===== config.mk =====
export PLATFORM = sky130hd
export DESIGN_NAME = ipbl_frame
export DESIGN_NICKNAME = d
export VERILOG_FILES = /design/src/hw/rtl/ipbl_pkg.sv /design/src/hw/rtl/ipbl_frame.sv
export SDC_FILE = /design/constraint.sdc
export NUM_CORES = 1
export LEC_CHECK = 0
export BUFFER_PORTS_ARGS = -buffer_cell sky130_fd_sc_hd__buf_2
export CAP_MARGIN = 40
export CELL_PAD_IN_SITES_DETAIL_PLACEMENT = 1
export CELL_PAD_IN_SITES_GLOBAL_PLACEMENT = 1
export CORE_MARGIN = 5
export CORE_UTILIZATION = 44
export CTS_BUF_LIST = sky130_fd_sc_hd__clkbuf_4
export DETAILED_ROUTE_END_ITERATION = 8
export GPL_TIMING_DRIVEN = 1
export HOLD_SLACK_MARGIN = 0.03
export PLACE_DENSITY = 0.86
export SLEW_MARGIN = 20
export SYNTH_ARGS = -nofsm -noshare
export SYNTH_HDL_FRONTEND = slang
export SYNTH_SLANG_ARGS = --single-unit

===== constraint.sdc =====
create_clock -name clk -period 4.5 [get_ports clk]
set_input_delay 0.45 -clock clk [delete_from_list [all_inputs] [get_ports clk]]
set_output_delay 0.45 -clock clk [all_outputs]
set_load 0.01 [all_outputs]

===== src/hw/rtl/ipbl_pkg.sv =====
package ipbl_pkg;

	localparam int TABLE_ENTRIES_DEF = 1024;

	localparam logic [15:0] IPV4_ETHERTYPE = 16'h0800;
	localparam logic [7:0]  PROTO_TCP      = 8'd6;
	localparam logic [7:0]  PROTO_UDP      = 8'd17;
	localparam logic [5:0]  COUNT_MAX      = 6'd63;

	// Byte positions within the frame, counted from zero.
	localparam logic [5:0] POS_ETYPE_HI = 6'd12;
	localparam logic [5:0] POS_ETYPE_LO = 6'd13;
	localparam logic [5:0] POS_PROTO    = 6'd23;
	localparam logic [5:0] POS_SRC_FIRST = 6'd26;
	localparam logic [5:0] POS_SRC_LAST  = 6'd29;
	localparam logic [5:0] POS_PORT_HI  = 6'd36;
	localparam logic [5:0] POS_PORT_LO  = 6'd37;

	// Minimum frame lengths.
	localparam logic [5:0] LEN_ETH  = 6'd14;
	localparam logic [5:0] LEN_IPV4 = 6'd34;
	localparam logic [5:0] LEN_UDP  = 6'd42;
	localparam logic [5:0] LEN_TCP  = 6'd54;

	typedef struct packed {
		logic        verdict;
		logic        event_valid;
		logic [31:0] source_address;
		logic [15:0] dest_port;
		logic        protocol;
		logic        write_status;
	} result_t;

	typedef struct packed {
		logic [5:0]  len;
		logic [15:0] ether_type;
		logic [7:0]  protocol;
		logic [31:0] source;
		logic [15:0] port;
		logic        blocked;
	} frame_t;

	typedef struct packed {
		logic take;
		logic clear;
		logic set_blk;
		logic blk;
	} frame_ctl_t;

	typedef struct packed {
		logic        start;
		logic        insert;
		logic [31:0] key;
		logic        blocked;
	} tbl_req_t;

	typedef struct packed {
		logic ready;
		logic done;
		logic blocked;
		logic full;
	} tbl_rsp_t;

	typedef struct packed {
		logic        valid;
		logic        blocked;
		logic [31:0] key;
	} entry_t;

	localparam int ENTRY_W = $bits(entry_t);

	function automatic result_t frame_verdict(input frame_t f);
		result_t r;
		r = '0;
		if (f.len < LEN_ETH) begin
			r.verdict = 1'b1;
		end else if (f.ether_type != IPV4_ETHERTYPE) begin
			r.verdict = 1'b0;
		end else if (f.len < LEN_IPV4 || f.blocked) begin
			r.verdict = 1'b1;
		end else if (f.protocol == PROTO_TCP && f.len < LEN_TCP) begin
			r.verdict = 1'b1;
		end else if (f.protocol == PROTO_UDP && f.len < LEN_UDP) begin
			r.verdict = 1'b1;
		end else begin
			r.event_valid    = 1'b1;
			r.source_address = f.source;
			if (f.protocol == PROTO_TCP) begin
				r.dest_port = f.port;
			end else if (f.protocol == PROTO_UDP) begin
				r.dest_port = f.port;
				r.protocol  = 1'b1;
			end
		end
		return r;
	endfunction

endpackage


===== src/hw/rtl/ipbl_frame.sv =====
module ipbl_frame (
	input  logic                  clk,
	input  logic                  arst_n,
	input  ipbl_pkg::frame_ctl_t  ctl,
	input  logic [7:0]            data_byte,
	output ipbl_pkg::frame_t      frm,
	output logic                  probe,
	output logic [31:0]           probe_key
);

	logic [5:0]  cnt_q;
	logic [15:0] ether_q;
	logic [7:0]  proto_q;
	logic [31:0] src_q;
	logic [15:0] port_q;
	logic        blocked_q;

	// The source address is complete once its last byte is shifted in.
	assign probe     = ctl.take && (cnt_q == ipbl_pkg::POS_SRC_LAST);
	assign probe_key = {src_q[23:0], data_byte};

	assign frm = '{len: cnt_q, ether_type: ether_q, protocol: proto_q,
		source: src_q, port: port_q, blocked: blocked_q};

	always_ff @(posedge clk or negedge arst_n) begin
		if (!arst_n) begin
			cnt_q     <= '0;
			ether_q   <= '0;
			proto_q   <= '0;
			src_q     <= '0;
			port_q    <= '0;
			blocked_q <= 1'b0;
		end else if (ctl.clear) begin
			cnt_q     <= '0;
			ether_q   <= '0;
			proto_q   <= '0;
			src_q     <= '0;
			port_q    <= '0;
			blocked_q <= 1'b0;
		end else begin
			if (ctl.take) begin
				if (cnt_q == ipbl_pkg::POS_ETYPE_HI || cnt_q == ipbl_pkg::POS_ETYPE_LO) begin
					ether_q <= {ether_q[7:0], data_byte};
				end else if (cnt_q == ipbl_pkg::POS_PROTO) begin
					proto_q <= data_byte;
				end else if (cnt_q >= ipbl_pkg::POS_SRC_FIRST
						&& cnt_q <= ipbl_pkg::POS_SRC_LAST) begin
					src_q <= {src_q[23:0], data_byte};
				end else if (cnt_q == ipbl_pkg::POS_PORT_HI
						|| cnt_q == ipbl_pkg::POS_PORT_LO) begin
					port_q <= {port_q[7:0], data_byte};
				end
				if (cnt_q != ipbl_pkg::COUNT_MAX) begin
					cnt_q <= cnt_q + 6'd1;
				end
			end
			if (ctl.set_blk) begin
				blocked_q <= ctl.blk;
			end
		end
	end

endmodule


=== Yosys cells after proc, flatten, opt, wreduce, memory -nomap -nowiden ===
Index checks and enable logic that the tools add are counted.

* Output and inout bits: 112
* Bits in writable memories: 0
* Register bits after elaboration: 79
* Memory bits (read-only): 0
* Bits in latches: 0
* Memories: 0
* Bits of input ports: 14

* Divide/modulo/power cells: 0
* Order comparisons: 2
* Mux-type cells: 23
* Shift operators: 0
* Bitwise gates (word level): 0
* Add/subtract/negate cells: 1
* Reduce and logical (&&, ||, !) cells: 16
* Multiply operators: 0
* Eq/ne operators: 10

{| class="wikitable"
|+ Operators by type and width
! operator !! count
|-
| 32-bit 2-to-1 mux || 5
|-
| 16-bit 2-to-1 mux || 9
|-
| 8-bit 2-to-1 mux || 4
|-
| 6-bit 2-to-1 mux || 3
|-
| 2-bit nonzero test || 7
|-
| 6-bit by 4-bit equality test with 1-bit output (second input constant) || 2
|-
| 6-bit by 5-bit equality test with 1-bit output (second input constant) || 2
|-
| 6-bit equality test (second input constant) || 2
|-
| 6-bit by 1-bit adder with 6-bit output (second input constant) || 1
|-
| 6-bit by 5-bit greater-or-equal comparator with 1-bit output (second input constant) || 1
|-
| 6-bit by 5-bit less-or-equal comparator with 1-bit output (second input constant) || 1
|-
| 2-bit != test (second input constant) || 3
|-
| 6-bit != test (second input constant) || 1
|-
| 5-bit AND reduction || 1
|-
| 2-bit AND reduction || 2
|-
| 4-bit AND reduction || 1
|-
| 3-bit AND reduction || 1
|-
| 1-bit logical AND || 2
|-
| 1-bit logical OR || 2
|-
| 1-bit 2-to-1 mux || 2
|}

=== Longest topological paths before layout ===
Gate-level depths: netlist of the first run.

* Depth in word-level cells: 8
* Mapped depth: 7
* Depth with buffers taken out: 5

=== Worst setup path before layout of the first run ===
Ideal clock, no wire load.

* Path kind: register to register
* Start: register cnt_q[1]
* End: register src_q[10]
* Slack: 2.806 ns
* Path buffers: 1
* Clock period less this slack: 1.694 ns
* Data arrival time: 1.614 ns
* Setup time: 0.079 ns
* Stages on the path, launching flop included: 7
* Cell sequence: dfrtp_1 -> inv_1 -> ha_1 -> nor2_1 -> a211oi_4 -> buf_8 -> mux2i_1

* Longest elaborated chain between the ends: 4
* Elaborated cells between the ends (all ways): 11
* Classes of those cells: 2 x order compare; 5 x eq/ne; 4 x reduce/logical

{| class="wikitable"
|+ Ends and longest elaborated chain
! element !! RTL line !! RTL
|-
| from (decl) || ipbl_frame.sv:11 || <nowiki>logic [5:0] cnt_q;</nowiki>
|-
| from (signal assigned) || ipbl_frame.sv:54 || <nowiki>cnt_q <= cnt_q + 6'd1;</nowiki>
|-
| 6-bit by 5-bit greater-or-equal comparator with 1-bit output, or another cell as far along || ipbl_frame.sv:46 || <nowiki>end else if (cnt_q >= ipbl_pkg::POS_SRC_FIRST</nowiki>
|-
| 1-bit logical AND or 1-bit logical OR (tied branches) || ipbl_frame.sv:47, ipbl_frame.sv:42 ||
|-
| 2-bit nonzero test (no source line) or 2-bit != test (tied branches) || n/a ||
|-
| 4-bit AND reduction (no source line) * || n/a ||
|-
| to (signal assigned) || ipbl_frame.sv:48 || <nowiki>src_q <= {src_q[23:0], data_byte};</nowiki>
|-
| to (decl) || ipbl_frame.sv:14 || <nowiki>logic [31:0] src_q;</nowiki>
|}

Mark *: on every way between the ends. The rest lies on a longest branch, timed or not.
A chain may end at the register's enable or synchronous reset.

=== Final worst setup path of the first run ===
* Start: register cnt_q[2]
* End: output probe

* Longest elaborated chain between the ends: 2

{| class="wikitable"
|+ Ends and longest elaborated chain
! element !! RTL line !! RTL
|-
| 6-bit by 5-bit equality test with 1-bit output || ipbl_frame.sv:19 || <nowiki>assign probe = ctl.take && (cnt_q == ipbl_pkg::POS_SRC_LAST);</nowiki>
|-
| 1-bit logical AND || ipbl_frame.sv:19 ||
|-
| to (decl) || ipbl_frame.sv:7 || <nowiki>output logic probe,</nowiki>
|}

No other way between the ends.

==> results of run 1 <==
==> kinds of logic after synthesis <==
group	Yosys count	synth area share, %
simple gates	112	17.5
mux	35	8.56
fa+ha+maj	5	1.52
flops	79	48.1
compound gates	87	13.2
buf+inv	73	11.0
==> area by class of cell <==
type / count / area [um2]
Fill cell: 1055 / 4490
Sequential cell: 79 / 1980
Multi-Input combinational cell: 239 / 1690
Timing Repair Buffer: 131 / 692
Tap cell: 111 / 139
Clock inverter: 6 / 86.3
Clock buffer: 9 / 67.6
Inverter: 2 / 7.51
==> tightest hold or removal path, delay by kind of cell <==
kind,cells,cell delay (ns)
buffers and inverters,1,0.08
and+or+nand+nor,1,0.07
muxes,1,0.06
==> routing by layer <==
metal / routed length [um] / share of wire (%) / up-vias / global-route usage (%)
met3: 786 / 6.5 / 14 / 3.73
met4: 172 / 1.4 / 0 / 6.48
met1: 5000 / 42 / 1715 / 27.1
met2: 6070 / 50 / 125 / 36.6
met5: 0 / 0 / - / 0
li1: - / - / 1511 / -
==> power groups by stage <==
stage | clock network [mW] | registers [mW] | logic (mW)
4_1_cts | 0.486 | 0.717 | 0.120
3_5_place_dp | 0 | 0.730 | 0.118
2_1_floorplan | 0 | 0.730 | 0.0689
5_1_grt | 0.515 | 0.718 | 0.132
6_report | 0.477 | 0.717 | 0.119
3_3_place_gp | 0 | 0.730 | 0.112
==> worst max-delay path by stage <==
stage	from	end	slack [ns]	cells after the start
floorplan	cnt_q[1]$_DFFE_PN0P_	src_q[10]$_DFFE_PN0P_	2.81	6
global placement	ctl[3]	ether_q[11]$_DFFE_PN0P_	2.44	4
detailed placement	cnt_q[1]$_DFFE_PN0P_	src_q[24]$_DFFE_PN0P_	2.43	6
CTS	cnt_q[2]$_DFFE_PN0P_	probe	2.19	3
global route	cnt_q[2]$_DFFE_PN0P_	probe	2.10	3
finish	cnt_q[2]$_DFFE_PN0P_	probe	2.23	3
==> state kept, by name (all words and copies together), names as in the netlist <==
name and cells:
blocked_q 1, cnt_q 6, port_q 16, proto_q 8
ether_q 16, src_q 32
==> layout by cell type, fill, tap and decap left out, drive strengths merged <==
cell type	instances
o21bai	1
nand4bb	1
nand2	4
and4bb	1
nor2	6
dlygate4sd3	1
inv	2
a211oi	1
and3	1
mux2i	34
nand3	9
bufinv	2
buf	130
and3b	2
a31oi	1
or2	1
clkinv	1
nand4	33
clkinvlp	3
nand3b	2
nor3b	2
nor3	2
ha	5
a21oi	41
and2	1
o21a	1
o21ai	8
o31ai	32
a311oi	2
mux2	1
clkbuf	9
nor4b	2
or2b	6
nor2b	1
nand2b	37
nand4b	1
dfrtp	79
==> metrics by stage <==
stage / util, % / hold slack (ns) / std cells / instance area [um2]
3_3_place_gp: 48.7 / 0.500 / 559 / 4460
3_5_place_dp: 49.1 / 0.461 / 561 / 4490
6_report: 50.9 / 0.258 / 577 / 4660
2_1_floorplan: - / 0.154 / 391 / 4110
4_1_cts: 50.9 / 0.236 / 577 / 4660
5_1_grt: 50.9 / 0.245 / 577 / 4660
==> run metrics, run 1 <==
antenna violations before repair=0; num ports=126; Crit path max-delay family=flip-flops; DRC Markers=0; Logic pwr share=a little under a tenth; worst min-delay path startpoint=ctl[0]; Yosys top cell area share=around half; Area Growth Syn to Fin=13.4%; CTS resizes=0; Hold Crit Depth=3; Pwr Total=1.31 mW; CTS tree=yes; Post-CTS Hold Buffers=1; Starting Density=44.9%; Critical Path RT=between 4 and 5 ns; Syn Area/Cell=between 10 and 15 um2; worst min path class=primary input to flip-flop; Sw Share=between 20% and 30%; gr usage total=about a fifth; Netlist Area Pre-Place=just over 0.004 mm2; Critical Path Sink Type=primary output; sequential area share after synthesis=between 40% and 50%; Clk pwr share=36.3%; status=complete, no violations; main flop type after synthesis=dfrtp_1; worst skew pair latency=0.44 ns; Reg2Reg Setup Slack=around 2.4 ns; DRT Pass-1 Iters=4; Setup crit start kind=flip-flop; RR Startpoint=cnt_q[1]$_DFFE_PN0P_; Reg-to-Reg End=src_q[24]$_DFFE_PN0P_; core area=~0.0092 mm2; WL/cell=roughly 21 um; critical path class=flip-flop to primary output; Vert. Die Dim=between 100 and 150 um; Area contributors post-synth=dfrtp_1 48%, mux2i_1 8.3%, buf_4 6.4%, o31ai_1 5.8%, nand2b_1 5.6%; starting DRC count in detailed routing=between 150 and 200; Sinks on Clock Net=a little under 80; Yosys cell types=35; Die Wd=107 um; asr flop ratio synth=100%; final worst path period share=around half; H-Tree Depth=3; Max VDD drop=between 0.1 and 0.15 mV; CP Cell Sequence=nand4_1 -> nor3b_1 -> buf_2; Post-synth EDFFs=0; Remaining Overflow, GRT=0; Post-Synthesis Cells=391; Synth Net Count=between 400 and 500; Slew @ Worst Pin=~0.76 ns; Rows=35; Nets=approximately 480; #FFs+latches synth=approximately 80; Pwr Density=282 mW/mm2; Worst slew margin=between 40% and 50%; worst reg-to-reg path cell count=6; die area=between 0.01 and 0.015 mm2; CP max FO=16; Num CTS Buffers=9; slowest cell on the critical path=dfrtp_1; RSZ-0062 raised after global routing=false; Ys Warns=0; most common cell in the synthesized netlist=dfrtp_1; Clock Skew=0.0184 ns; drt total wl=between 10000 and 15000 um; P_leak=between 2 and 2.5 nW; HPWL after DPL=8270 um; CP Buf/Inv Count=1; Max-cap violations=0; worst slack at placement=2.43 ns; # diodes=0; Final min period=around 2.3 ns; Hold Path Sink=blocked_q$_DFFE_PN0P_; vias in the first global route=~3500; final number of max-transition violations=0; Critical Path Max Stage Delay=slightly above 0.7 ns; final hold viol count=0; most frequent cells after synthesis=79 x dfrtp_1, 41 x a21oi_1, 37 x nand2b_1, 35 x buf_4, 34 x mux2i_1; reported net switching power=0.352 mW; Post-CTS Repair Setup Buffers=0; first-pass GRT wire length=around 19000 um; Port Buf Inserts=125; largest area contributor in the netlist=dfrtp_1; Worst Path Arrival=between 1.5 and 2 ns; setup TNS=0 ns; DR vias/cell=~6; Reg power frac=54.6%; setup ws final=approximately 2.2 ns; layout cells sized above 1=between 30% and 40%; largest net degree at the start of global routing=52; root buf cell=clkbuf_4; antenna-violating nets left=0; max frequency=roughly 440 MHz; Bufs on Longest Clock Path=2; Final Setup Violations=0; Vias=3365; gp weighted congestion=around 0.77; internal power=approximately 0.96 mW; CTS clock-pin slew for the worst setup and hold paths=between 0.1 and 0.15 ns
Power figures use the tool's default switching activity.
==> run 2: changes to the inputs <==
--- a/config.mk
+++ b/config.mk
@@ -10,12 +10,12 @@
 export CELL_PAD_IN_SITES_DETAIL_PLACEMENT = 1
 export CELL_PAD_IN_SITES_GLOBAL_PLACEMENT = 1
 export CORE_MARGIN = 5
-export CORE_UTILIZATION = 44
+export CORE_UTILIZATION = 36
 export CTS_BUF_LIST = sky130_fd_sc_hd__clkbuf_4
 export DETAILED_ROUTE_END_ITERATION = 8
 export GPL_TIMING_DRIVEN = 1
 export HOLD_SLACK_MARGIN = 0.03
-export PLACE_DENSITY = 0.86
+export PLACE_DENSITY = 0.75
 export SLEW_MARGIN = 20
 export SYNTH_ARGS = -nofsm -noshare
 export SYNTH_HDL_FRONTEND = slang
==> constraint.sdc (replaced) <==
create_clock -name clk -period 2.05 [get_ports clk]
set_input_delay 0.205 -clock clk [delete_from_list [all_inputs] [get_ports clk]]
set_output_delay 0.205 -clock clk [all_outputs]
set_load 0.01 [all_outputs]
==> run 2 against run 1 <==
  * Clock power is 100% higher
  * Sequential share of layout area is 0.67 points lower
  * Non-clock buffer count is 5 higher
  * Clock-buffer cell count stayed put
  * Critical path depth is 1 higher
  * Global-route usage is 3.6 points lower
  * Die area is 20% higher
  * Core utilization is 9.0 points lower
  * Largest cell class unchanged
==> run metrics, run 2 (synthesis gave the netlist of run 1 again) <==
Reg-to-Reg End=ether_q[15]$_DFFE_PN0P_; P_leak=2.28 nW (+0.70%); Reg power frac=56.1% (+1.5 points); DRT Pass-1 Iters=4 (unchanged); drt total wl=12000 um (-0.49%); RSZ-0062 raised after global routing=false; DR vias/cell=5.48 (-6.0%); Critical Path Sink Type=primary output; Sw Share=28.5% (+1.7 points); Worst Path Arrival=1.69 ns (-0.13 ns); Final min period=1.90 ns; H-Tree Depth=3 (unchanged); Pwr Density=591 mW/mm2 (+110%); Final Setup Violations=0 (unchanged); gr usage total=17.6% (-3.6 points); Post-CTS Repair Setup Buffers=0 (unchanged); critical path class=flip-flop to primary output; die area=0.0137 mm2 (+20%); first-pass GRT wire length=18500 um (-2.4%); WL/cell=19.4 um (-6.8%); Nets=486 (+1.0%); Vias=3377 (+0.36%); worst min path class=primary input to flip-flop; internal power=2.01 mW (+110%); Slew @ Worst Pin=0.648 ns (-0.110 ns); Vert. Die Dim=117 um (+9.6%); Logic pwr share=9.8% (+0.7 points); Largest register FFs=32 (unchanged); layout cells sized above 1=34.3% (+1.5 points); commonest non-fill, non-tap cells in the layout=124 x buf_2, 76 x dfrtp_1, 41 x a21oi_1; Clk pwr share=34.1% (-2.2 points); worst min-delay path startpoint=data_byte[0]; vias in the first global route=3368 (-2.5%); root buf cell=clkbuf_4; worst skew pair latency=0.46 ns (+0.02 ns); final worst path period share=between 90% and 100%; Reg2Reg Setup Slack=0.20 ns (-2.20 ns); antenna-violating nets left=0 (unchanged); Rows=39 (+11%); Regs by FF count=src_q: 32 flops, ether_q: 16 flops, port_q: 16 flops; Biggest register=src_q; Remaining Overflow, GRT=0 (unchanged); Starting Density=36.3% (-8.6 points); num ports=126 (unchanged); Sinks on Clock Net=79 (unchanged); Hold Crit Depth=3 (unchanged); CTS clock-pin slew for the worst setup and hold paths=0.15 ns (+0.02 ns); Num CTS Buffers=9 (unchanged); Max-cap violations=0 (unchanged); final number of max-transition violations=0 (unchanged); status=complete, no violations; Critical Path RT=1.85 ns (-2.20 ns); Setup crit start kind=flip-flop; largest net degree at the start of global routing=64 (+23%); antenna violations before repair=0 (unchanged); Clock Skew=0.0196 ns (+0.00120 ns); most common cell after layout, fill and taps aside=buf_2; HPWL after DPL=7980 um (-3.5%); final hold viol count=0 (unchanged); starting DRC count in detailed routing=286 (+85%); Area Growth Syn to Fin=15.4%; CTS tree=yes; Post-DP Area=0.00456 mm2 (+1.5%); CP max FO=10 (-6); gp weighted congestion=0.790 (+3.1%); Bufs on Longest Clock Path=2 (unchanged); cell area after layout=0.00474 mm2 (+1.8%); DRC Markers=0 (unchanged); Hold Path Sink=port_q[0]$_DFFE_PN0P_; Port Buf Inserts=125 (unchanged); Worst slew margin=56.8% (+7.5 points); Die Wd=117 um (+9.6%); RR Startpoint=cnt_q[1]$_DFFE_PN0P_; max frequency=roughly 530 MHz; core area=0.0113 mm2 (+24%); Max VDD drop=0.236 mV (+89%); worst reg-to-reg path cell count=5 (-1); setup TNS=0 ns (unchanged); reported net switching power=0.798 mW (+130%)
[run 2: what timing repair did]
action	in CTS	in global routing
setup endpoints to repair	1	1
pin swaps	0	0
gates resized for setup	3	1
hold endpoints to repair	42	0
hold buffers	3	0
[run 2: worst max-delay path by stage]
stage               slack [ns]                     end  cells past startpoint                 start
detailed placement        0.16  ether_q[9]$_DFFE_PN0P_                      5  cnt_q[1]$_DFFE_PN0P_
finish                    0.15                   probe                      4  cnt_q[2]$_DFFE_PN0P_
CTS                      0.003                   probe                      4  cnt_q[1]$_DFFE_PN0P_
global placement          0.24  ether_q[8]$_DFFE_PN0P_                      5  cnt_q[1]$_DFFE_PN0P_
floorplan                 0.36   src_q[10]$_DFFE_PN0P_                      6  cnt_q[1]$_DFFE_PN0P_
global route              0.04                   probe                      4  cnt_q[2]$_DFFE_PN0P_
[run 2: cell type report]
cell class,count,area (um2)
fillers,1297,6580
flip-flops and latches,79,1980
multi-input cells,239,1690
repair buffers,136,743
well taps,143,179
clock inverters,7,72.6
clock buffers,9,67.6
inverters,2,7.51
diodes,1,2.50
[run 2: per-layer routing]
metal	up-vias	share of wire (%)	track usage, %
li1	1528	-	-
met1	1696	44	24.3
met2	136	46	27.2
met3	17	8.2	4.42
met4	0	1.4	5.73
met5	-	0	0
[run 2: worst max-delay path, stage by stage (launching register included)]
cell	delay [ns]
dfrtp_2	0.50
buf_4	0.20
nand4_1	0.17
nor3b_2	0.22
buf_2	0.16
[run 2: power groups by stage]
stage	clock, mW	combinational (mW)	sequential (mW)
6_report	0.957	0.274	1.57
5_1_grt	1.08	0.297	1.57
4_1_cts	1.00	0.274	1.57
3_5_place_dp	0	0.269	1.60
3_3_place_gp	0	0.263	1.60
2_1_floorplan	0	0.151	1.60
[run 2: stage by stage]
| stage | utilization [%] | hold WS [ns] | instances | setup WS, ns | total power [mW] |
|---|---|---|---|---|---|
| global placement | 40.3 | 0.235 | 596 | 0.241 | 1.86 |
| floorplan | - | -0.0906 | 391 | 0.356 | 1.75 |
| global route | 41.9 | 0.0378 | 615 | 0.0375 | 2.95 |
| detailed placement | 40.3 | 0.237 | 596 | 0.159 | 1.87 |
| finish | 41.9 | 0.0733 | 616 | 0.154 | 2.80 |
| CTS | 41.8 | 0.0367 | 615 | 0.00348 | 2.85 |
